### src/hdl/bacf_pkg.sv
// Shared types and constants of the backbone atom clash filter.
package bacf_pkg;

	localparam int CoordW = 16;
	localparam int ClassW = 2;
	localparam int AtomW  = 3 * CoordW + ClassW;
	localparam int DistW  = 36;
	localparam int RadW   = 8;
	localparam int ScaleW = 9;
	localparam int CfgIdxW = 3;
	localparam int CfgDataW = 36;

	localparam logic [CfgIdxW-1:0] REG_RADIUS_N  = 3'd0;
	localparam logic [CfgIdxW-1:0] REG_RADIUS_CA = 3'd1;
	localparam logic [CfgIdxW-1:0] REG_RADIUS_C  = 3'd2;
	localparam logic [CfgIdxW-1:0] REG_SCALE_14  = 3'd3;
	localparam logic [CfgIdxW-1:0] REG_SCALE_15  = 3'd4;
	localparam logic [CfgIdxW-1:0] REG_MAX_SPAN  = 3'd5;

	localparam logic [ClassW-1:0] CLS_N  = 2'd0;
	localparam logic [ClassW-1:0] CLS_CA = 2'd1;
	localparam logic [ClassW-1:0] CLS_C  = 2'd2;

	localparam logic [2:0] FAIL_OK    = 3'd0;
	localparam logic [2:0] FAIL_14    = 3'd1;
	localparam logic [2:0] FAIL_15    = 3'd2;
	localparam logic [2:0] FAIL_FAR   = 3'd3;
	localparam logic [2:0] FAIL_LONG  = 3'd4;

	// Test kinds carried with a pair through the datapath.
	localparam logic [1:0] TEST_14   = 2'd0;
	localparam logic [1:0] TEST_15   = 2'd1;
	localparam logic [1:0] TEST_FAR  = 2'd2;
	localparam logic [1:0] TEST_SPAN = 2'd3;

	typedef struct packed {
		logic signed [CoordW-1:0] x;
		logic signed [CoordW-1:0] y;
		logic signed [CoordW-1:0] z;
		logic [ClassW-1:0]        cls;
	} atom_t;

	typedef struct packed {
		logic       load;   // latch the new atom
		logic       issue;  // a store read was issued last cycle, test it
		logic [1:0] test;
	} dp_cmd_t;

	typedef struct packed {
		logic       hit;    // a test failed (valid with kind)
		logic [1:0] test;
		logic       busy;   // tests still in flight
	} dp_stat_t;

endpackage

### src/hdl/bacf_datapath.sv
// Distance and threshold datapath: pipelined pair tests against the new atom.
module bacf_datapath
	import bacf_pkg::*;
(
	input  logic              clk,
	input  logic              arst_n,
	input  dp_cmd_t           cmd,
	input  atom_t             new_atom,
	input  atom_t             old_atom,
	input  logic [RadW-1:0]   radius_n,
	input  logic [RadW-1:0]   radius_ca,
	input  logic [RadW-1:0]   radius_c,
	input  logic [ScaleW-1:0] scale_14,
	input  logic [ScaleW-1:0] scale_15,
	input  logic [DistW-1:0]  max_span_sq,
	output dp_stat_t          stat
);

	function automatic logic [RadW-1:0] radius_of(input logic [ClassW-1:0] c,
			input logic [RadW-1:0] rn, input logic [RadW-1:0] rca,
			input logic [RadW-1:0] rc);
		case (c)
			CLS_N:   radius_of = rn;
			CLS_CA:  radius_of = rca;
			CLS_C:   radius_of = rc;
			default: radius_of = '0;
		endcase
	endfunction

	atom_t cur_q;

	// Stage 1: differences, radius sum, scale square.
	logic              v_s1;
	logic [1:0]        t_s1;
	logic signed [16:0] dx_s1, dy_s1, dz_s1;
	logic [RadW:0]     rs_s1;
	logic [17:0]       sc2_s1;
	// Stage 2: squares.
	logic              v_s2;
	logic [1:0]        t_s2;
	logic [33:0]       qx_s2, qy_s2, qz_s2;
	logic [17:0]       c2_s2;
	logic [17:0]       sc2_s2;
	// Stage 3: distance sum and scaled threshold.
	logic              v_s3;
	logic [1:0]        t_s3;
	logic [DistW-1:0]  d2_s3;
	logic [17:0]       c2_s3;
	logic [35:0]       thr_s3;
	// Stage 4: compare.
	logic              v_s4;
	logic              hit_s4;
	logic [1:0]        t_s4;

	logic [ScaleW-1:0] scale_sel;
	logic [51:0]       lhs;

	always_comb begin
		scale_sel = (cmd.test == TEST_14) ? scale_14 : scale_15;
		lhs = {d2_s3, 16'd0};
	end

	always_ff @(posedge clk) begin
		if (cmd.load) begin
			cur_q <= new_atom;
		end
		t_s1   <= cmd.test;
		dx_s1  <= 17'(cur_q.x) - 17'(old_atom.x);
		dy_s1  <= 17'(cur_q.y) - 17'(old_atom.y);
		dz_s1  <= 17'(cur_q.z) - 17'(old_atom.z);
		rs_s1  <= {1'b0, radius_of(cur_q.cls, radius_n, radius_ca, radius_c)}
			+ {1'b0, radius_of(old_atom.cls, radius_n, radius_ca, radius_c)};
		sc2_s1 <= 18'(scale_sel) * 18'(scale_sel);

		t_s2   <= t_s1;
		qx_s2  <= 34'(dx_s1 * dx_s1);
		qy_s2  <= 34'(dy_s1 * dy_s1);
		qz_s2  <= 34'(dz_s1 * dz_s1);
		c2_s2  <= 18'(rs_s1) * 18'(rs_s1);
		sc2_s2 <= sc2_s1;

		t_s3   <= t_s2;
		d2_s3  <= 36'(qx_s2) + 36'(qy_s2) + 36'(qz_s2);
		c2_s3  <= c2_s2;
		thr_s3 <= c2_s2 * sc2_s2;

		t_s4 <= t_s3;
		case (t_s3)
			TEST_14, TEST_15: hit_s4 <= lhs < 52'(thr_s3);
			TEST_FAR:         hit_s4 <= d2_s3 < 36'(c2_s3);
			default:          hit_s4 <= d2_s3 > max_span_sq;
		endcase
	end

	always_ff @(posedge clk or negedge arst_n) begin
		if (!arst_n) begin
			v_s1 <= 1'b0;
			v_s2 <= 1'b0;
			v_s3 <= 1'b0;
			v_s4 <= 1'b0;
		end else begin
			v_s1 <= cmd.issue;
			v_s2 <= v_s1;
			v_s3 <= v_s2;
			v_s4 <= v_s3;
		end
	end

	assign stat.hit  = v_s4 & hit_s4;
	assign stat.test = t_s4;
	assign stat.busy = v_s1 | v_s2 | v_s3 | v_s4;

endmodule

### config.mk
export PLATFORM = sky130hd
export DESIGN_NAME = bacf_datapath
export DESIGN_NICKNAME = d
export VERILOG_FILES = /design/src/hdl/bacf_pkg.sv /design/src/hdl/bacf_datapath.sv
export SDC_FILE = /design/constraint.sdc
export NUM_CORES = 2
export LEC_CHECK = 0
export BUFFER_PORTS_ARGS = -buffer_cell sky130_fd_sc_hd__clkbuf_2
export CAP_MARGIN = 5
export CORE_AREA = 2 2 442 444
export CTS_BUF_LIST = sky130_fd_sc_hd__clkbuf_8
export CTS_CLUSTER_DIAMETER = 50
export DETAILED_ROUTE_END_ITERATION = 8
export DIE_AREA = 0 0 444 446
export MAX_ROUTING_LAYER = met4
export PLACE_DENSITY = 0.53
export SLEW_MARGIN = 20
export SYNTH_ARGS = -nofsm -noshare
export SYNTH_HDL_FRONTEND = slang
export SYNTH_SLANG_ARGS = --single-unit
### constraint.sdc
create_clock -name clk -period 8.8 [get_ports clk]
set_clock_uncertainty 0.1 [all_clocks]
set_input_delay 0.44 -clock clk [delete_from_list [all_inputs] [get_ports clk]]
set_output_delay 0.44 -clock clk [all_outputs]
set_load 0.01 [all_outputs]
==> metrics.txt <==
total global routing overflow 0; worst slack, placed 1.41 ns; # IOs 188; H-Tree Depth 3; Die Y 446 um; hold violation total from the final report 0; Initial DRC Count 1406; first-pass GRT wire length 225000 um; Final #Nets 8261; synthesized area 57800 um2; Tcrit/Tclk final 85.7%; maximum clock frequency 133 MHz; measured slew at the worst slew-check pin 0.997 ns; Synth Instances 6020; Routed Antenna Nets 0; status finished, final reports clean; Root Buffer clkbuf_8; Die Width 444 um; filler instances 20000; Synth async-reset ratio 1.11%; Yosys top cell area share 39.2%; count leader, synth inv_1; CTS tree built; worst hold endpoint dy_s1[12]; HPWL after DPL 113000 um; Clock Sinks 361; Area contributors post-synth fa_1 (39%), ha_1 (14%), dfxtp_1 (11%), inv_1 (10%), and2_1 (3.9%); drt total wl 135000 um; Worst-path clk slew 0.06 ns; number of synthesized flops with an enable pin 50; type of the most critical hold path in -> reg; Ys Warns 0; starting density of the core 29.9%; clock insertion delay at the later pin of the skew report 0.79 ns; worst hold path stage count 4; Max-Cap Viols 0; gr usage total 14.7%; fin. max-slew vios 0; Core Area 194000 um2; CTS max path bufs 3; Crit Reg-Reg Endpoint qz_s2[33]; sequential share of the synthesized area 13.4%; RD Place Congestion 0.866; residual DRC count 0; die area 198000 um2; mean post-synth cell area 9.60 um2; setup violators final 0; length in cells of the worst reg-to-reg path 23; Crit Path Max Fanout 15; startpoint types flop; Synth area leader fa_1; port bufs 187; WL per Instance 15.1 um; setup TNS 0 ns; worst reg-to-reg setup slack 1.26 ns; share of cells above drive strength 1 6.14%; largest net degree at the start of global routing 51; Sequential Area 7750 um2; drt first pass iters 5; RSZ-0062 raised after global routing no; Critical Path Sink Type flop; Hold Path Origin old_atom[30]; WP data required 9.33 ns; initial antenna violation count 2; number of cell rows 162; number of global-route vias before repair 43600; Synth-to-Final Area Change 11.6%; CTS-repair resized insts 0; drt via density 4.43; area used by multi-input combinational logic 43900 um2; Yosys reg bits 361; Final min period 7.54 ns; Commonest cells post-synth inv_1 (1539), fa_1 (1133), ha_1 (635); setup ws final 1.26 ns; Yosys cell types 78; arrival time at the worst endpoint 8.07 ns; Top FF cell, synth dfxtp_1; headroom to the max-slew limit 32.7%; vias after detailed routing 39500; critical path class reg -> reg; worst flop-to-flop path startpoint dz_s1[3]; CTS Buf Count 79
-- worst max path at each step --
stage	from	endpoint
after floorplan	dz_s1[2]	qz_s2[33]
after global placement	dz_s1[1]	qz_s2[33]
after detailed placement	dz_s1[3]	qz_s2[32]
after CTS	dz_s1[3]	qz_s2[33]
after global routing	dz_s1[3]	qz_s2[32]
final	dz_s1[3]	qz_s2[33]
-- stage by stage --
stage	hold WS (ns)	util, %	std cells	cell area, um2
floorplan	0.0444	-	6029	57800
global placement	0.146	31.9	8667	61700
detailed placement	0.150	31.9	8667	61700
CTS	0.000713	33.3	8915	64500
global route	0.0764	33.3	8916	64500
finish	0.0856	33.3	8917	64500
-- layer usage --
| metal | part of all wire (%) | global-route usage [%] | wire [um] |
|---|---|---|---|
| met1 | 41 | 17.0 | 55300 |
| met2 | 51 | 25.5 | 68700 |
| met3 | 3.2 | 1.71 | 4310 |
| met4 | 4.7 | 6.49 | 6280 |
| met5 | 0 | - | 0 |
-- timing repair --
item                      in CTS  in global routing
setup buffers                  0                  0
hold buffers                 103                  0
hold endpoints to repair     100                  0
-- cell type report --
type	count	share of cell area, %
multi-input cells	4013	68.0
flip-flops and latches	361	12.0
inverters	1541	8.97
well taps	2542	4.93
repair buffers	313	3.32
clock buffers	88	1.88
clock inverters	57	0.842
diodes	2	0.00776
-- placed cells by master, fill, tap and decap left out, drive strengths merged, types with 72 or more instances in the layout --
master	instances
inv	1570
fa	1133
ha	635
nand2	453
and2	359
dfxtp	307
clkbuf	274
nor2	228
xnor2	208
a21oi	167
o21ai	142
dlygate4sd3	103
a21o	84
nor2b	72
-- kinds of logic (layout without fill, tap and decap cells) --
logic type / count (synthesis) / in the layout / share of synthesized area, %
mux: 31 / 31 / 0.541
other cells: 2 / 13 / 0.0130
xor+xnor: 268 / 268 / 4.06
simple gates: 1327 / 1327 / 11.3
compound gates: 608 / 608 / 6.96
flops: 361 / 361 / 13.4
buf+inv: 1655 / 1999 / 10.7
fa+ha+maj: 1768 / 1768 / 53.0
-- flip-flops by register name, indices dropped and copies added (netlist names) --
| name | flops |
|---|---|
| v_s3 | 1 |
| thr_s3 | 35 |
| c2_s2 | 17 |
| qy_s2 | 33 |
| sc2_s1 | 17 |
| v_s2 | 1 |
| cur_q | 50 |
| hit_s4 | 1 |
| sc2_s2 | 17 |
| v_s1 | 1 |
| dz_s1 | 17 |
| dy_s1 | 17 |
| t_s4 | 2 |
| dx_s1 | 17 |
| qz_s2 | 33 |
| t_s3 | 2 |
| t_s1 | 2 |
| rs_s1 | 9 |
| qx_s2 | 33 |
| t_s2 | 2 |
| c2_s3 | 17 |
| d2_s3 | 36 |
| v_s4 | 1 |
-- worst max-delay path, cell delays in order (launching register included) --
cell      delay, ns
dfxtp_1        0.79
inv_1          0.36
nor2_1         0.31
inv_1          0.10
fa_1           0.51
inv_1          0.05
fa_1           0.45
fa_1           0.52
fa_1           0.44
fa_1           0.49
inv_1          0.05
fa_1           0.47
inv_1          0.04
ha_1           0.35
and4_1         0.27
nand2_1        0.16
nor3_1         0.26
a211oi_2       0.15
o31ai_1        0.72
or4_1          0.24
nand3_1        0.07
and4_1         0.20
a21oi_1        0.18
xnor2_1        0.09
Power is left out: the tool's default activity adds up to more than one toggle a clock period on the data nets, which glitch-free logic cannot reach.
