### src/hdl/bacf_pkg.sv
// Shared types and constants of the backbone atom clash filter.
package bacf_pkg;

	localparam int CoordW = 16;
	localparam int ClassW = 2;
	localparam int AtomW  = 3 * CoordW + ClassW;
	localparam int DistW  = 36;
	localparam int RadW   = 8;
	localparam int ScaleW = 9;
	localparam int CfgIdxW = 3;
	localparam int CfgDataW = 36;

	localparam logic [CfgIdxW-1:0] REG_RADIUS_N  = 3'd0;
	localparam logic [CfgIdxW-1:0] REG_RADIUS_CA = 3'd1;
	localparam logic [CfgIdxW-1:0] REG_RADIUS_C  = 3'd2;
	localparam logic [CfgIdxW-1:0] REG_SCALE_14  = 3'd3;
	localparam logic [CfgIdxW-1:0] REG_SCALE_15  = 3'd4;
	localparam logic [CfgIdxW-1:0] REG_MAX_SPAN  = 3'd5;

	localparam logic [ClassW-1:0] CLS_N  = 2'd0;
	localparam logic [ClassW-1:0] CLS_CA = 2'd1;
	localparam logic [ClassW-1:0] CLS_C  = 2'd2;

	localparam logic [2:0] FAIL_OK    = 3'd0;
	localparam logic [2:0] FAIL_14    = 3'd1;
	localparam logic [2:0] FAIL_15    = 3'd2;
	localparam logic [2:0] FAIL_FAR   = 3'd3;
	localparam logic [2:0] FAIL_LONG  = 3'd4;

	// Test kinds carried with a pair through the datapath.
	localparam logic [1:0] TEST_14   = 2'd0;
	localparam logic [1:0] TEST_15   = 2'd1;
	localparam logic [1:0] TEST_FAR  = 2'd2;
	localparam logic [1:0] TEST_SPAN = 2'd3;

	typedef struct packed {
		logic signed [CoordW-1:0] x;
		logic signed [CoordW-1:0] y;
		logic signed [CoordW-1:0] z;
		logic [ClassW-1:0]        cls;
	} atom_t;

	typedef struct packed {
		logic       load;   // latch the new atom
		logic       issue;  // a store read was issued last cycle, test it
		logic [1:0] test;
	} dp_cmd_t;

	typedef struct packed {
		logic       hit;    // a test failed (valid with kind)
		logic [1:0] test;
		logic       busy;   // tests still in flight
	} dp_stat_t;

endpackage

### src/hdl/bacf_ctrl.sv
// Sequencer: walks store addresses for each atom and resolves the first failure.
module bacf_ctrl
	import bacf_pkg::*;
#(
	parameter int MaxAtoms = 1024
) (
	input  logic                        clk,
	input  logic                        arst_n,
	input  logic                        in_valid,
	output logic                        in_ready,
	input  logic [9:0]                  in_pos,
	input  logic [1:0]                  in_slot,
	output logic                        out_valid,
	input  logic                        out_ready,
	output logic [2:0]                  out_fail,
	output logic                        we,
	output logic [$clog2(MaxAtoms)-1:0] waddr,
	output logic [$clog2(MaxAtoms)-1:0] raddr,
	output dp_cmd_t                     cmd,
	input  dp_stat_t                    stat
);

	localparam int AW = $clog2(MaxAtoms);
	localparam int PW = (AW > 10) ? AW : 10;

	localparam logic [2:0] ST_IDLE  = 3'd0;
	localparam logic [2:0] ST_CLASH = 3'd1;
	localparam logic [2:0] ST_SPAN  = 3'd2;
	localparam logic [2:0] ST_DRAIN = 3'd3;
	localparam logic [2:0] ST_OUT   = 3'd4;

	logic [2:0]    state_q;
	logic [PW-1:0] pos_q;
	logic [PW:0]   k_q;       // next address to issue (signed headroom)
	logic [1:0]    test_q;
	logic          issue_q;
	logic          span_q;    // a span pass is pending after clash tests
	logic [2:0]    fail_q;
	logic          stored;
	logic [PW-1:0] pos_in;

	assign pos_in  = PW'(in_pos);
	assign stored  = {1'b0, pos_in} < (PW+1)'(MaxAtoms);
	assign in_ready = (state_q == ST_IDLE) && !out_valid;
	assign we      = in_valid && in_ready && stored;
	assign waddr   = pos_in[AW-1:0];
	assign raddr   = k_q[AW-1:0];
	assign cmd.load  = we;
	assign cmd.issue = issue_q;
	assign cmd.test  = test_q;

	always_ff @(posedge clk or negedge arst_n) begin
		if (!arst_n) begin
			state_q   <= ST_IDLE;
			pos_q     <= '0;
			k_q       <= '0;
			test_q    <= TEST_14;
			issue_q   <= 1'b0;
			span_q    <= 1'b0;
			fail_q    <= FAIL_OK;
			out_valid <= 1'b0;
			out_fail  <= FAIL_OK;
		end else begin
			if (out_valid && out_ready) begin
				out_valid <= 1'b0;
			end
			issue_q <= 1'b0;
			case (state_q)
				ST_IDLE: begin
					if (in_valid && in_ready) begin
						pos_q   <= pos_in;
						fail_q  <= FAIL_OK;
						if (stored && pos_in >= PW'(3)) begin
							k_q    <= (PW+1)'(pos_in) - (PW+1)'(3);
							test_q <= TEST_14;
							span_q <= (in_slot == 2'd2) && pos_in >= PW'(13);
							state_q <= ST_CLASH;
						end else begin
							out_valid <= 1'b1;
							out_fail  <= FAIL_OK;
						end
					end
				end
				ST_CLASH: begin
					// Issue from pos-3 down to 0; the kind follows the address.
					issue_q <= 1'b1;
					test_q  <= (k_q == (PW+1)'(pos_q) - (PW+1)'(3)) ? TEST_14 :
						(k_q == (PW+1)'(pos_q) - (PW+1)'(4)) ? TEST_15 : TEST_FAR;
					if (k_q == '0) begin
						state_q <= ST_DRAIN;
					end else begin
						k_q <= k_q - (PW+1)'(1);
					end
				end
				ST_SPAN: begin
					issue_q <= 1'b1;
					test_q  <= TEST_SPAN;
					if (k_q < (PW+1)'(4)) begin
						state_q <= ST_DRAIN;
					end else begin
						k_q <= k_q - (PW+1)'(3);
					end
				end
				ST_DRAIN: begin
					if (!stat.busy && !issue_q) begin
						if (fail_q == FAIL_OK && span_q) begin
							span_q  <= 1'b0;
							k_q     <= (PW+1)'(pos_q) - (PW+1)'(12);
							state_q <= ST_SPAN;
						end else begin
							state_q <= ST_OUT;
						end
					end
				end
				ST_OUT: begin
					if (!out_valid) begin
						out_valid <= 1'b1;
						out_fail  <= fail_q;
						state_q   <= ST_IDLE;
					end
				end
				default: state_q <= ST_IDLE;
			endcase
			// First failing test in issue order wins.
			if (stat.hit && fail_q == FAIL_OK) begin
				case (stat.test)
					TEST_14:  fail_q <= FAIL_14;
					TEST_15:  fail_q <= FAIL_15;
					TEST_FAR: fail_q <= FAIL_FAR;
					default:  fail_q <= FAIL_LONG;
				endcase
			end
		end
	end

endmodule

### config.mk
export PLATFORM = sky130hd
export DESIGN_NAME = bacf_ctrl
export DESIGN_NICKNAME = d
export VERILOG_FILES = /design/src/hdl/bacf_pkg.sv /design/src/hdl/bacf_ctrl.sv
export SDC_FILE = /design/constraint.sdc
export NUM_CORES = 1
export LEC_CHECK = 0
export BUFFER_PORTS_ARGS = -buffer_cell sky130_fd_sc_hd__buf_2
export CAP_MARGIN = 20
export CORE_ASPECT_RATIO = 1.4
export CORE_MARGIN = 3
export CORE_UTILIZATION = 40
export CTS_BUF_LIST = sky130_fd_sc_hd__clkbuf_8
export DETAILED_ROUTE_END_ITERATION = 8
export PLACE_DENSITY_LB_ADDON = 0.15
export SYNTH_ARGS = -nofsm -noshare
export SYNTH_HDL_FRONTEND = slang
export SYNTH_SLANG_ARGS = --single-unit
### constraint.sdc
create_clock -name clk -period 6.6 [get_ports clk]
set_input_delay 0.33 -clock clk [delete_from_list [all_inputs] [get_ports clk]]
set_output_delay 0.33 -clock clk [all_outputs]
set_load 0.01 [all_outputs]
==> reports/results.tsv <==
stage	metric	value	unit
power_and_ir_drop	ir_worst_vdd	0.107	mV
drt	drtIter0Drc	94	
die	die-area	0.00850	sq mm
synthesis	synth_top_cells_by_count	35 x dfrtp_1, 27 x buf_4, 22 x nand2_1	
die	ios	50	
die	fp-row-count	36	
finish	drive_gt1_frac	0.232	
drt	num_vias	2564	
global_routing	grt_pass1_vias	2566	
cts	cts.clk_slew.worst_paths	0.07	ns
synthesis	syn_avg_cell_area	8.86	sq um
finish	areaGrowthSynthToFinish	6.16	%
critical_path	crit_path_end_kind	flip-flop	
place	pre_cts_slack	3.76	ns
synthesis	yosysUniqueCellTypes	64	
synthesis	synth-compound-area-share	0.207	
global_routing	antenna_found_initial	0	
sta	finalHoldViolations	0	
synthesis	synth_ff_type	dfrtp_1	
synthesis	syn_inst	335	
global_routing	grt-ovfl-total	0	
synthesis	yosysMostFrequentCell	dfrtp_1	
job	cap_violations	0	
sta	setup_violations	0	
critical_path	cp-start-kind	flip-flop	
drt	firstDrtPassIters	4	
synthesis	ys_warn_count	0	
global_routing	grt_pass1_wl	13300	microns
power_and_ir_drop	leakage	0.00144	uW
cts	clkLatencyLatePin	0.29	ns
synthesis	synth_nets	366	
synthesis	synth.area.top_cells	dfrtp_1 30%, buf_4 6.8%, xnor2_1 5.6%, ha_1 4.2%, xor2_1 4.1%	
synthesis	yosys_register_bits	35	
critical_path	cp.required	6.78	ns
sta	timing.setup.tns	0	ns
cts	cts_hold_buf	0	
global_routing	track_usage	0.201	
finish	multiInputGateArea	0.00175	sq mm
finish	sequential_cell_area	876	sq um
synthesis	synth_top_family_by_area	compound AO/OA/AOI/OAI gates	
sta	min_period	2.84	ns
drt	antenna_left	0	
synthesis	synth-edff-count	0	
sta	min_period_over_period	0.430	
cts	cts_buffers	5	
finish	nFillCells	736	
synthesis	synth_area	0.00297	sq mm
die	die_w	78.8	microns
cts	cts_resized	0	
sta	setup_slack	3.76	ns
synthesis	synth_top_area_frac	0.295	
drt	drt-vias-per-instance	5.77	
status	status	finished clean	
cts	root_buffer	clkbuf_8	
finish	antenna_cells	0	
drt	totalWireLength	8070	microns
sta	slew_violations	0	
finish	fin_area	0.00315	sq mm
synthesis	muxShareOfSynthArea	0.0409	
cts	clockBufferDepth	2	
min_path	min_path_type	input pin to asynchronous set/reset pin	
die	core-area	0.00707	sq mm
synthesis	ys_async_sr_fraction	1.00	
die	fp.dieH	108	microns
finish	final_nets	380	
critical_path	cp_cell_sequence	nor3_4, nand3b_2, or2_1, a21oi_2, o21ai_1, a22o_1	
global_routing	grt_start_max_net_pins	36	
synthesis	synth_fa_ha_area_frac	0.0489	
sta	fin_skew	0.00854	ns
critical_path	worstSetupPathType	flip-flop to flip-flop	
cts	cts_max_level	2	
place	io_buffer_count	49	
die	initial_core_util	0.419	
drt	drc_errors	0	
sta	max-slew-margin-rel	0.425	
synthesis	synth-xor-area-share	0.0974	
drt	avgRoutedWirePerCell	18.2	microns
place	place.gp.congestion	0.838	
sta	max_slew.worst_pin.slew	0.863	ns
place	dp_hpwl	6100	microns
synthesis	synth-simple-area-share	0.196	
critical_path	critPathArrivalTime	3.02	ns
sta	rsz0062_at_grt	false	
synthesis	seq_area_frac_synth	0.295	
cts	cts_tree	yes	
power_and_ir_drop	power_density	147	mW/mm^2
critical_path	crit_fanout	22	
synthesis	yosysTopAreaCell	dfrtp_1	
place	dpl_cell_area	0.00305	sq mm
sta	fmax	352	MHz
critical_path	critPathSlowestCell	a21oi_2	
critical_path	critPathMaxStageDelay	0.67	ns
cts	post-cts-setup-buffers	0	
cts	cts.sinks	35	
-- final timing paths --
path / to / slack, ns / startpoint / depth (start not counted)
max: k_q[6] / 3.76 / state_q[0] / 6
min: k_q[0] / 0.13 / arst_n / 1
max reg2reg: k_q[6] / 3.76 / state_q[0] / 6
min reg2reg: out_fail[1] / 0.50 / out_fail[1] / 1
max in group asynchronous: pos_q[4] / 5.96 / arst_n / 1
min in group clk: out_valid / 0.22 / out_ready / 2
-- layout by cell type (no fill, tap or decap), drive strengths merged, types with 3 or more instances in the layout --
cell type | Yosys | final
nand2b | 4 | 4
nor3 | 17 | 17
o21ai | 25 | 25
ha | 10 | 10
buf | 36 | 49
xnor2 | 19 | 19
nor4b | 4 | 4
a211oi | 3 | 3
nor2 | 21 | 21
and3 | 4 | 4
mux2 | 9 | 9
o31ai | 3 | 3
dfrtp | 35 | 35
a22o | 11 | 11
a21oi | 13 | 13
nand4 | 5 | 5
clkbuf | 6 | 5
nor4 | 5 | 5
nand3 | 6 | 6
or2 | 3 | 3
xor2 | 14 | 14
nand2 | 22 | 22
or3 | 3 | 3
o221ai | 6 | 6
inv | 15 | 16
a32o | 5 | 5
-- metal layers --
metal  share of wire  GRT usage
met3           0.028     0.0251
met5               0          0
met4           0.036      0.101
met1            0.41      0.239
met2            0.53      0.352
-- power by group --
part / switching [uW] / leakage [uW] / internal, uW / total, uW
Combinational: 22.6 / 0.000959 / 18.4 / 41.0
Sequential: 12.8 / 0.000429 / 223 / 236
Clock: 77.5 / 0.0000554 / 109 / 187
-- final cells by class --
type	count	area share
sequential	35	0.278
clock inverter	2	0.0107
clock buffer	5	0.0219
tap	95	0.0377
multi-input combinational	243	0.556
timing repair buffer	49	0.0779
inverter	15	0.0179
-- metrics by stage --
| step | hold slack [ns] | cells | power (uW) | utilization |
|---|---|---|---|---|
| 3_3_place_gp | 0.470 | 437 | 282 | 0.431 |
| 2_1_floorplan | 0.0344 | 335 | 259 | - |
| 6_report | 0.128 | 444 | 464 | 0.445 |
| 5_1_grt | 0.198 | 444 | 482 | 0.445 |
| 3_5_place_dp | 0.471 | 437 | 281 | 0.431 |
| 4_1_cts | 0.160 | 444 | 468 | 0.445 |
-- worst max-delay path, delay by kind of cell, from the launching register on --
kind | cells | cell delay, ns
and+or+nand+nor | 3 | 1.08
DFF | 1 | 0.56
AOI/OAI and AO/OA | 3 | 1.09
-- registers in the layout, summed over array words and instances (netlist names) --
| register | cells |
|---|---|
| fail_q | 3 |
| issue_q | 1 |
| k_q | 11 |
| out_fail | 3 |
| out_valid | 1 |
| pos_q | 10 |
| span_q | 1 |
| state_q | 3 |
| test_q | 2 |
-- logic make-up (layout without fill, tap and decap cells) --
group                    Yosys count  in the layout
flip-flops                        35             35
adder cells (fa/ha/maj)           11             11
buffers and inverters             57             71
XOR/XNOR                          33             33
multiplexers                      11             11
AO/OA/AOI/OAI                     86             86
AND/OR/NAND/NOR                  102            102
(Power assumes the default switching activity.)
