--- config.mk ---
export PLATFORM = sky130hd
export DESIGN_NAME = bacf_ram
export DESIGN_NICKNAME = d
export VERILOG_FILES = /design/src/hdl/bacf_ram.sv
export SDC_FILE = /design/constraint.sdc
export NUM_CORES = 1
export LEC_CHECK = 0
export ABC_AREA = 1
export BUFFER_PORTS_ARGS = -buffer_cell sky130_fd_sc_hd__buf_4
export CAP_MARGIN = 5
export CORE_MARGIN = 5
export CORE_UTILIZATION = 30
export CTS_CLUSTER_DIAMETER = 50
export DETAILED_ROUTE_END_ITERATION = 7
export PLACE_DENSITY = 0.52
export SYNTH_ARGS = -nofsm -noshare
export SYNTH_HDL_FRONTEND = slang
export SYNTH_SLANG_ARGS = --single-unit
--- constraint.sdc ---
create_clock -name clk -period 0.9 [get_ports clk]
set_input_delay 0 -clock clk [delete_from_list [all_inputs] [get_ports clk]]
set_output_delay 0 -clock clk [all_outputs]
set_load 0.02 [all_outputs]
--- src/hdl/bacf_ram.sv ---
// Generic single-port-write, single-port-read RAM with registered read data.
module bacf_ram #(
	parameter int Width = 8,
	parameter int Depth = 16
) (
	input  logic                     clk,
	input  logic                     we,
	input  logic [$clog2(Depth)-1:0] waddr,
	input  logic [Width-1:0]         wdata,
	input  logic [$clog2(Depth)-1:0] raddr,
	output logic [Width-1:0]         rdata
);

	logic [Width-1:0] mem [Depth];

	always_ff @(posedge clk) begin
		if (we) begin
			mem[waddr] <= wdata;
		end
		rdata <= mem[raddr];
	end

endmodule

==> qor.txt, run 1 <==
Mapped Cells: 551
GR Util All Layers: 13.4%
placed inst area: 6490 um^2
maximum fanout encountered on the critical timing path: 1
hold-fix buffers at CTS: 8
post-synthesis register bit count: 136
relative max-transition margin: 71.7%
fraction of layout cells with a size suffix above 1: 20.8%
Pins Over Slew Limit: 0
Setup crit end kind: register
Die Footprint: 22100 um^2
setup TNS after final layout: -0.292 ns
number of failing setup endpoints in the final timing report: 9
clock share of power: 43.8%
iteration count of the initial detailed-routing pass: 4
worst voltage drop across the vdd grid: 1.43 mV
placed wire-length estimate: 8960 um
antenna violations before repair: 0
result of the run: finished, violations left
residual antenna-violating net count after detailed routing: 0
post-synth cell types: 12
insertion delay to the later sink of the worst-skew pair: 0.42 ns
overall overflow remaining after global route: 0
fmax: 1.03 GHz
Leakage: 3.13 nW
final hold slack: -0.0634 ns
CP arrival: 1.28 ns
number of max-cap violations: 0
total standard cell area after synthesis: 5770 um^2
number of remaining DRC errors: 0
Routed Wire Length: 13900 um
sinks on the clock net: 136
Internal: 11.6 mW
antenna diode instance count: 0
Std-Cell Rows: 50
min cycle time layout: 0.973 ns
Clock transition at path regs: 0.05 ns
gpl congestion: 0.825
Max clock buf depth: 2
period utilisation layout: 108%
share of total power consumed by net switching: 21.7%
worst-case setup margin in the final layout: -0.0732 ns
number of synthesis warnings: 0
Least-Margin Pin Slew: 0.424 ns
highest-count cells in the layout ignoring fill and taps: nand2_1 (172), edfxtp_1 (128), inv_1 (100), nand3_1 (64), buf_4 (44)
sw power: 3.21 mW
Hold/Removal Path Class: input pin to register
total nets after synthesis: 569
I/O pin count: 26
Worst Path Required: 1.21 ns
CTS tree: done
CTS root buffer: clkbuf_16
DIE WIDTH: 149 um
clock buffers created by TritonCTS: 17
DR WL/cell: 15.7 um
startpoint class of the critical path: register
number of buffers added on ports: 25
1st-iter DRT viols: 327
most common library cell in the layout ignoring fill and taps: nand2_1
Floorplan Core Area: 18800 um^2
unrepaired setup endpoints after global routing: true
mean instance size in the synthesized netlist: 10.5 um^2
CTS H-Tree Depth: 4
placed insts: 846
layout-stage area growth over the synthesis result: 27.0%
vias per inst: 4.32
Seq pwr share: 48.4%
final total power: 14.8 mW
cell area after layout: 7330 um^2
register area share after synthesis: 69.4%
Logic pwr share: 7.9%
number of filler cells placed in the layout: 1843
failing checks: hold timing, setup timing
total number of vias: 3827
critical path class: register to register
power density cells: 2020 nW/um^2
maximum number of pins on one net before global-route repair: 55
worst clock skew: 0.00627 ns
die boundary height: 149 um
number of hold violations in the final report: 8
post-route insts no fill: 886
Initial Util: 30.6%
global-route wire length before repair: 22000 um
net total in the final layout: 631
via count of the first global-routing pass: 3820
==> synth_stat cells <==
cell      count  area [um^2]
nand3b_1      2         15.0
dfxtp_1       8          160
nor2_1       17         63.8
buf_1         1         3.75
edfxtp_1    128         3840
nand3_1      97          485
buf_4         4         30.0
inv_2         2         7.51
buf_6         6         67.6
inv_1       100          375
nand2_1     173          649
buf_2        13         65.1
==> final cells by class <==
type                            instances  area (um^2)  area share [%]
Multi-Input combinational cell        289         1390            19.0
Clock inverter                          2         12.5           0.171
Clock buffer                           30          544            7.43
Timing Repair Buffer                   67          658            8.98
Inverter                              102          383            5.23
Tap cell                              260          325            4.44
Sequential cell                       136         4010            54.8
==> per-layer routing <==
layer	global-route usage [%]	share of wire, %	wire length, um	vias to the layer above
li1	-	-	-	1896
met1	17.2	45	6220	1841
met2	22.2	49	6790	69
met3	2.86	4.1	566	21
met4	5.45	2.5	354	0
met5	0	0	0	-
==> final timing paths <==
kind | startpoint | endpoint | slack (ns) | depth (start not counted)
setup reg to reg | mem[2][3] | rdata[3] | -0.07 | 6
hold reg to reg | mem[14][0] | rdata[0] | 0.68 | 6
setup / recovery | mem[2][3] | rdata[3] | -0.07 | 6
hold / removal | raddr[3] | rdata[0] | -0.06 | 3
==> worst max-delay path, cell delays in order (launching register included) <==
cell	delay [ns]
edfxtp_1	0.37
nand2_1	0.08
nand2_1	0.06
nand2_1	0.08
nand3_2	0.13
nand3_2	0.10
nand2_1	0.05
==> timing repair <==
action,in CTS,in global routing
endpoints found under the setup margin,12,12
resized for setup,24,23
pin swaps,7,16
endpoints found under the hold margin,136,8
setup buffers,0,0
==> logic make-up (layout without fill, tap and decap cells) <==
kind of cell           Yosys count  in the layout  share of synthesized area (%)
and+or+nand+nor                289            289                           21.0
DFF                            136            136                           69.4
buffers and inverters          126            201                           9.52
==> power groups by stage <==
stage	clock [mW]	combinational [mW]	sequential (mW)
3_3_place_gp	0	1.06	7.26
4_1_cts	6.57	1.14	7.14
6_report	6.47	1.16	7.14
3_5_place_dp	0	1.06	7.26
5_1_grt	6.89	1.28	7.15
2_1_floorplan	0	0.502	7.30
==> metrics by stage <==
step | setup WS [ns] | util, %
6_report | -0.0732 | 38.9
5_1_grt | -0.120 | 38.9
4_1_cts | -0.0609 | 38.4
3_5_place_dp | -0.252 | 34.5
3_3_place_gp | -0.247 | 34.5
2_1_floorplan | -0.0508 | -
==> flip-flops by register name, summed over array words and instances, names as in the netlist <==
register and flops:
mem 128, rdata 8
Power figures use the tool's default switching activity.
==> inputs of run 2 (changes only) <==
--- a/config.mk
+++ b/config.mk
@@ -9,10 +9,10 @@
 export BUFFER_PORTS_ARGS = -buffer_cell sky130_fd_sc_hd__buf_4
 export CAP_MARGIN = 5
 export CORE_MARGIN = 5
-export CORE_UTILIZATION = 30
+export CORE_UTILIZATION = 38
 export CTS_CLUSTER_DIAMETER = 50
 export DETAILED_ROUTE_END_ITERATION = 7
-export PLACE_DENSITY = 0.52
+export PLACE_DENSITY = 0.62
 export SYNTH_ARGS = -nofsm -noshare
 export SYNTH_HDL_FRONTEND = slang
 export SYNTH_SLANG_ARGS = --single-unit
==> run 2 against run 1 <==
The flow finishes with violations (setup timing); clock skew decreased by 0.00060 ns; register-to-register slack improved by 0.02 ns; first-iteration DRC count decreased by 0.61%.
==> qor.txt, run 2 (synthesized netlist as in run 1, its figures left out) <==
result of the run: finished, violations left
failing checks: setup timing
total number of vias: 3819 (-0.21%)
final hold slack: 0.0583 ns (+0.122 ns)
antenna violations before repair: 0 (unchanged)
CTS H-Tree Depth: 4 (unchanged)
iteration count of the initial detailed-routing pass: 4 (unchanged)
Pins Over Slew Limit: 0 (unchanged)
cells along the critical path: nand2_1, nand2_1, nand2_1, nand3_2, nand3_2, nand2_2
Max clock buf depth: 2 (unchanged)
placed inst area: 6360 um^2 (-2.0%)
largest stage delay on the critical path: 0.37 ns (about the same)
number of buffers and inverters on the critical path: 0 (unchanged)
relative max-transition margin: 70.4% (-1.3 points)
highest-count cells in the layout ignoring fill and taps: nand2_1 (169), edfxtp_1 (128), inv_1 (99), nand3_1 (68), buf_4 (40)
unrepaired setup endpoints after global routing: true
Leakage: 3.07 nW (-1.7%)
DR WL/cell: 15.9 um (+1.3%)
sinks on the clock net: 136 (unchanged)
Worst path top cell family by delay: simple AND/OR/NAND/NOR gates
Std-Cell Rows: 45 (-10%)
Die Footprint: 17700 um^2 (-20%)
global-route wire length before repair: 20500 um (-6.6%)
Hold/Removal Path Class: input pin to register
worst-case setup margin in the final layout: -0.0483 ns (+0.0249 ns)
period utilisation layout: 105% (-2.8 points)
via count of the first global-routing pass: 3803 (-0.45%)
final total power: 14.7 mW (-0.53%)
Clock transition at path regs: 0.06 ns (about the same)
residual antenna-violating net count after detailed routing: 0 (unchanged)
CTS root buffer: clkbuf_16
most common library cell in the layout ignoring fill and taps: nand2_1
layout-stage area growth over the synthesis result: 24.4%
critical path class: register to register
clock buffers created by TritonCTS: 17 (unchanged)
insertion delay to the later sink of the worst-skew pair: 0.41 ns (about the same)
gpl congestion: 0.797 (-3.4%)
min cycle time layout: 0.948 ns (-0.0249 ns)
GR Util All Layers: 15.2% (+1.7 points)
Initial Util: 38.4% (+7.7 points)
overall overflow remaining after global route: 0 (unchanged)
die boundary height: 133 um (-10%)
fraction of layout cells with a size suffix above 1: 20.0% (-0.77 points)
CTS tree: done
Worst Path Required: 1.20 ns (about the same)
I/O pin count: 26 (unchanged)
number of failing setup endpoints in the final timing report: 8 (-1)
number of hold violations in the final report: 0 (-8)
fmax: 1.05 GHz (+2.6%)
worst voltage drop across the vdd grid: 1.19 mV (-16%)
maximum fanout encountered on the critical timing path: 1 (unchanged)
CP arrival: 1.25 ns (-0.03 ns)
flip-flop count of the largest register, all copies and words added: 128 (unchanged)
number of buffers added on ports: 25 (unchanged)
register with the highest flop count: mem
1st-iter DRT viols: 325 (-0.61%)
DIE WIDTH: 133 um (-10%)
Place WS: -0.189 ns (+0.0633 ns)
cell seen most often among critical-path stages: nand2_1
number of max-cap violations: 0 (unchanged)
number of filler cells placed in the layout: 1292 (-30%)
post-CTS setup buffer count: 0 (unchanged)
registers with the most flip-flops: mem (128), rdata (8)
cell area after layout: 7170 um^2 (-2.1%)
Routed Wire Length: 12900 um (-7.6%)
net total in the final layout: 625 (-0.95%)
maximum number of pins on one net before global-route repair: 65 (+18%)
Setup crit end kind: register
placed wire-length estimate: 8010 um (-11%)
vias per inst: 4.73 (+9.4%)
power density cells: 2050 nW/um^2 (+1.6%)
startpoint class of the critical path: register
Floorplan Core Area: 15000 um^2 (-20%)
Slowest cell on crit path: edfxtp_1
number of remaining DRC errors: 0 (unchanged)
Least-Margin Pin Slew: 0.443 ns (+0.0190 ns)
antenna diode instance count: 0 (unchanged)
worst clock skew: 0.00567 ns (-0.000601 ns)
[run 2: report_power, final]
group          switching [mW]  leakage (nW)  internal (mW)  total, mW
sequential             0.0460          1.22           7.08       7.13
combinational           0.710          1.59          0.412       1.12
clock                    2.63         0.259           3.81       6.44
total                    3.39          3.07           11.3       14.7
[run 2: routing by layer]
| metal | track usage (%) | up-vias | part of all wire, % |
|---|---|---|---|
| li1 | - | 1887 | - |
| met1 | 19.7 | 1797 | 45 |
| met2 | 24.6 | 112 | 48 |
| met3 | 3.36 | 23 | 4.6 |
| met4 | 6.57 | 0 | 2.4 |
| met5 | 0 | - | 0 |
[run 2: cell type report]
| class | count | area (um^2) | share of cell area [%] |
|---|---|---|---|
| Timing Repair Buffer | 61 | 613 | 8.55 |
| Clock buffer | 18 | 429 | 5.98 |
| Clock inverter | 14 | 126 | 1.76 |
| Multi-Input combinational cell | 289 | 1380 | 19.2 |
| Sequential cell | 136 | 4010 | 55.9 |
| Tap cell | 188 | 235 | 3.28 |
| Inverter | 102 | 383 | 5.34 |
[run 2: timing repair]
item | 4_1_cts | 5_1_grt
hold buffers | 9 | 0
hold endpoints to repair | 133 | 0
setup endpoints to repair | 9 | 10
gates resized for setup | 23 | 16
pin swaps | 18 | 11
[run 2: final timing paths]
check / cells past startpoint / to / from / slack, ns
hold reg to reg: 6 / rdata[2] / mem[7][2] / 0.69
hold / removal: 4 / rdata[0] / raddr[3] / 0.06
setup reg to reg: 6 / rdata[0] / mem[3][0] / -0.05
setup / recovery: 6 / rdata[0] / mem[3][0] / -0.05
[run 2: tightest hold or removal path, delay by kind of cell]
family	cells	cell delay, ns
buffers and inverters	2	0.28
AND/OR/NAND/NOR	2	0.16
[run 2: per-stage QoR]
stage	setup TNS, ns	util, %	std cells
after floorplan	-4.12	-	551
after global placement	-7.40	42.3	767
after detailed placement	-8.48	42.3	767
after CTS	-0.268	47.3	808
after global routing	-0.840	47.7	808
final	-0.282	47.7	808
==> inputs of run 3 (changes only) <==
--- a/config.mk
+++ b/config.mk
@@ -12,6 +12,7 @@
 export CORE_UTILIZATION = 38
 export CTS_CLUSTER_DIAMETER = 50
 export DETAILED_ROUTE_END_ITERATION = 7
+export HOLD_SLACK_MARGIN = 0.05
 export PLACE_DENSITY = 0.62
 export SYNTH_ARGS = -nofsm -noshare
 export SYNTH_HDL_FRONTEND = slang
==> constraint.sdc (replaced) <==
create_clock -name clk -period 0.8 [get_ports clk]
set_input_delay 0 -clock clk [delete_from_list [all_inputs] [get_ports clk]]
set_output_delay 0 -clock clk [all_outputs]
set_load 0.02 [all_outputs]
==> run 3 against run 2 <==
The flow still finishes with violations (setup timing); clock skew fell by 0.0013 ns; total power rose by 16%; global-route usage rose by 0.95 points; register-to-register slack got worse by 0.12 ns; design area rose by 2.8%; critical path depth did not move; utilization rose by 1.3 points; largest power group unchanged.
==> qor.txt, run 3 (synthesized netlist as in run 1, its figures left out) <==
residual antenna-violating net count after detailed routing: 0 (unchanged)
register cell area after layout: 4020 um^2 (+0.16%)
worst reg2reg setup slack: -0.17 ns (-0.12 ns)
worst clock skew: 0.00438 ns (-0.00129 ns)
register with the highest flop count: mem
DIE WIDTH: 133 um (unchanged)
multi-input logic area: 1520 um^2 (+11%)
post-CTS setup buffer count: 0 (unchanged)
result of the run: finished, violations left
startpoint class of the critical path: register
unrepaired setup endpoints after global routing: true
most common library cell in the layout ignoring fill and taps: nand2_1
via count of the first global-routing pass: 3930 (+3.3%)
final hold slack: 0.0811 ns (+0.0228 ns)
maximum fanout encountered on the critical timing path: 1 (unchanged)
number of stages on the worst hold path: 5 (+1)
Max clock buf depth: 2 (unchanged)
sum of met3 wire segment lengths after detailed routing: 660 um (+12%)
min cycle time layout: 0.969 ns (+0.0208 ns)
sinks on the clock net: 136 (unchanged)
Std-Cell Rows: 45 (unchanged)
routed length on met1: 5870 um (+2.2%)
terminus of the critical flop-to-flop path: rdata[5]
1st-iter DRT viols: 266 (-18%)
GR Util All Layers: 16.1% (+0.95 points)
maximum number of pins on one net before global-route repair: 64 (-1.5%)
vias per inst: 4.82 (+1.9%)
setup TNS after final layout: -1.65 ns (-1.37 ns)
relative max-transition margin: 68.4% (-2.0 points)
total number of vias: 3921 (+2.7%)
net total in the final layout: 631 (+0.96%)
gpl congestion: 0.812 (+2.0%)
antenna diode instance count: 0 (unchanged)
worst-case setup margin in the final layout: -0.169 ns (-0.121 ns)
number of hold violations in the final report: 0 (unchanged)
critical path class: register to register
clock buffers created by TritonCTS: 17 (unchanged)
highest-count cells in the layout ignoring fill and taps: nand2_1 (166), edfxtp_1 (128), inv_1 (99), nand3_1 (49), nand3_2 (45)
Floorplan Core Area: 15000 um^2 (unchanged)
I/O pin count: 26 (unchanged)
launching element of the worst setup path: mem[0][5]
Initial Util: 38.4% (unchanged)
depth of the worst register-to-register path: 6 (unchanged)
antenna violations before repair: 0 (unchanged)
period utilisation layout: 121% (+16 points)
flip-flop count of the largest register, all copies and words added: 128 (unchanged)
Die Footprint: 17700 um^2 (unchanged)
total length of routed met2 wires: 6630 um (+6.2%)
die boundary height: 133 um (unchanged)
launch point of the worst hold path: raddr[1]
CTS tree: done
CTS root buffer: clkbuf_16
Worst Path Required: 1.11 ns (-0.09 ns)
worst voltage drop across the vdd grid: 1.36 mV (+14%)
Clock transition at path regs: 0.06 ns (about the same)
global-route wire length before repair: 21500 um (+4.6%)
post-route insts no fill: 814 (+0.74%)
number of buffers added on ports: 25 (unchanged)
CP arrival: 1.28 ns (+0.03 ns)
fraction of layout cells with a size suffix above 1: 25.6% (+5.6 points)
number of max-cap violations: 0 (unchanged)
Leakage: 3.16 nW (+2.7%)
number of failing setup endpoints in the final timing report: 16 (+8)
Pins Over Slew Limit: 0 (unchanged)
Hold/Removal Path Class: input pin to register
CTS H-Tree Depth: 4 (unchanged)
power density cells: 2320 nW/um^2 (+13%)
registers with the most flip-flops: mem (128), rdata (8)
insertion delay to the later sink of the worst-skew pair: 0.42 ns (about the same)
DR WL/cell: 16.7 um (+4.6%)
layout-stage area growth over the synthesis result: 27.9%
failing checks: setup timing
overall overflow remaining after global route: 0 (unchanged)
placed insts: 772 (+0.65%)
hold path endpoint: rdata[2]
placed wire-length estimate: 8570 um (+7.0%)
top layer reached by signal wires: met4
iteration count of the initial detailed-routing pass: 5 (+1)
fmax: 1.03 GHz (-2.1%)
Least-Margin Pin Slew: 0.473 ns (+0.0302 ns)
Routed Wire Length: 13600 um (+5.4%)
Setup crit end kind: register
number of remaining DRC errors: 0 (unchanged)
number of filler cells placed in the layout: 1334 (+3.3%)
RR Startpoint: mem[0][5]
[run 3: changes by cell type in the layout (fill, tap and decap cells not counted), sizes merged]
cell         previous run  this run
bufinv                  1         3
clkinv                  5         8
inv                   105       102
buf                    52        57
dlygate4sd3             9        10
clkinvlp                5         3
[run 3: layout make-up]
| type | count | area share [%] |
|---|---|---|
| inverters | 102 | 5.19 |
| well taps | 188 | 3.19 |
| clock buffers | 18 | 5.82 |
| clock inverters | 14 | 2.14 |
| multi-input cells | 289 | 20.6 |
| flip-flops and latches | 136 | 54.4 |
| repair buffers | 67 | 8.59 |
[run 3: how the worst max path moves through the flow]
| stage | end | depth (start not counted) |
|---|---|---|
| 3_5_place_dp | rdata[0] | 8 |
| 6_report | rdata[5] | 6 |
| 4_1_cts | rdata[5] | 6 |
| 2_1_floorplan | mem[0][0] | 3 |
| 5_1_grt | rdata[1] | 6 |
| 3_3_place_gp | rdata[5] | 8 |
[run 3: critical path: stages, from the launching register on]
cell	delay (ns)
edfxtp_1	0.38
inv_1	0.08
nand2_2	0.06
nand3_2	0.07
nand3_2	0.09
nand3_2	0.10
nand2_2	0.07
[run 3: what timing repair did]
| item | in CTS | in global routing |
|---|---|---|
| endpoints found under the setup margin | 16 | 16 |
| hold buffers | 10 | 0 |
| gates resized for setup | 48 | 27 |
| hold endpoints to repair | 134 | 0 |
| pin swaps | 27 | 22 |
[run 3: power by group]
| group | total [mW] | switching (mW) | internal, mW | leakage [nW] |
|---|---|---|---|---|
| Sequential | 8.03 | 0.0568 | 7.97 | 1.22 |
| Clock | 7.72 | 2.86 | 4.85 | 0.281 |
| Combinational | 1.37 | 0.853 | 0.512 | 1.65 |
[run 3: stage by stage]
stage                     area, um^2  util, %  worst slack (ns)  total power [mW]
after global routing            7370     49.1            -0.218              17.7
after detailed placement        6370     42.3            -0.278              9.33
after global placement          6370     42.3            -0.268              9.31
final                           7370     49.1            -0.169              17.1
after floorplan                 5790        -            -0.129              8.78
after CTS                       7250     48.3            -0.147              17.2
[run 3: per-layer routing]
metal / global-route usage [%] / vias up
met2: 25.8 / 106
met5: 0 / -
met4: 8.74 / 0
met1: 20.5 / 1891
met3: 3.47 / 27
li1: - / 1897
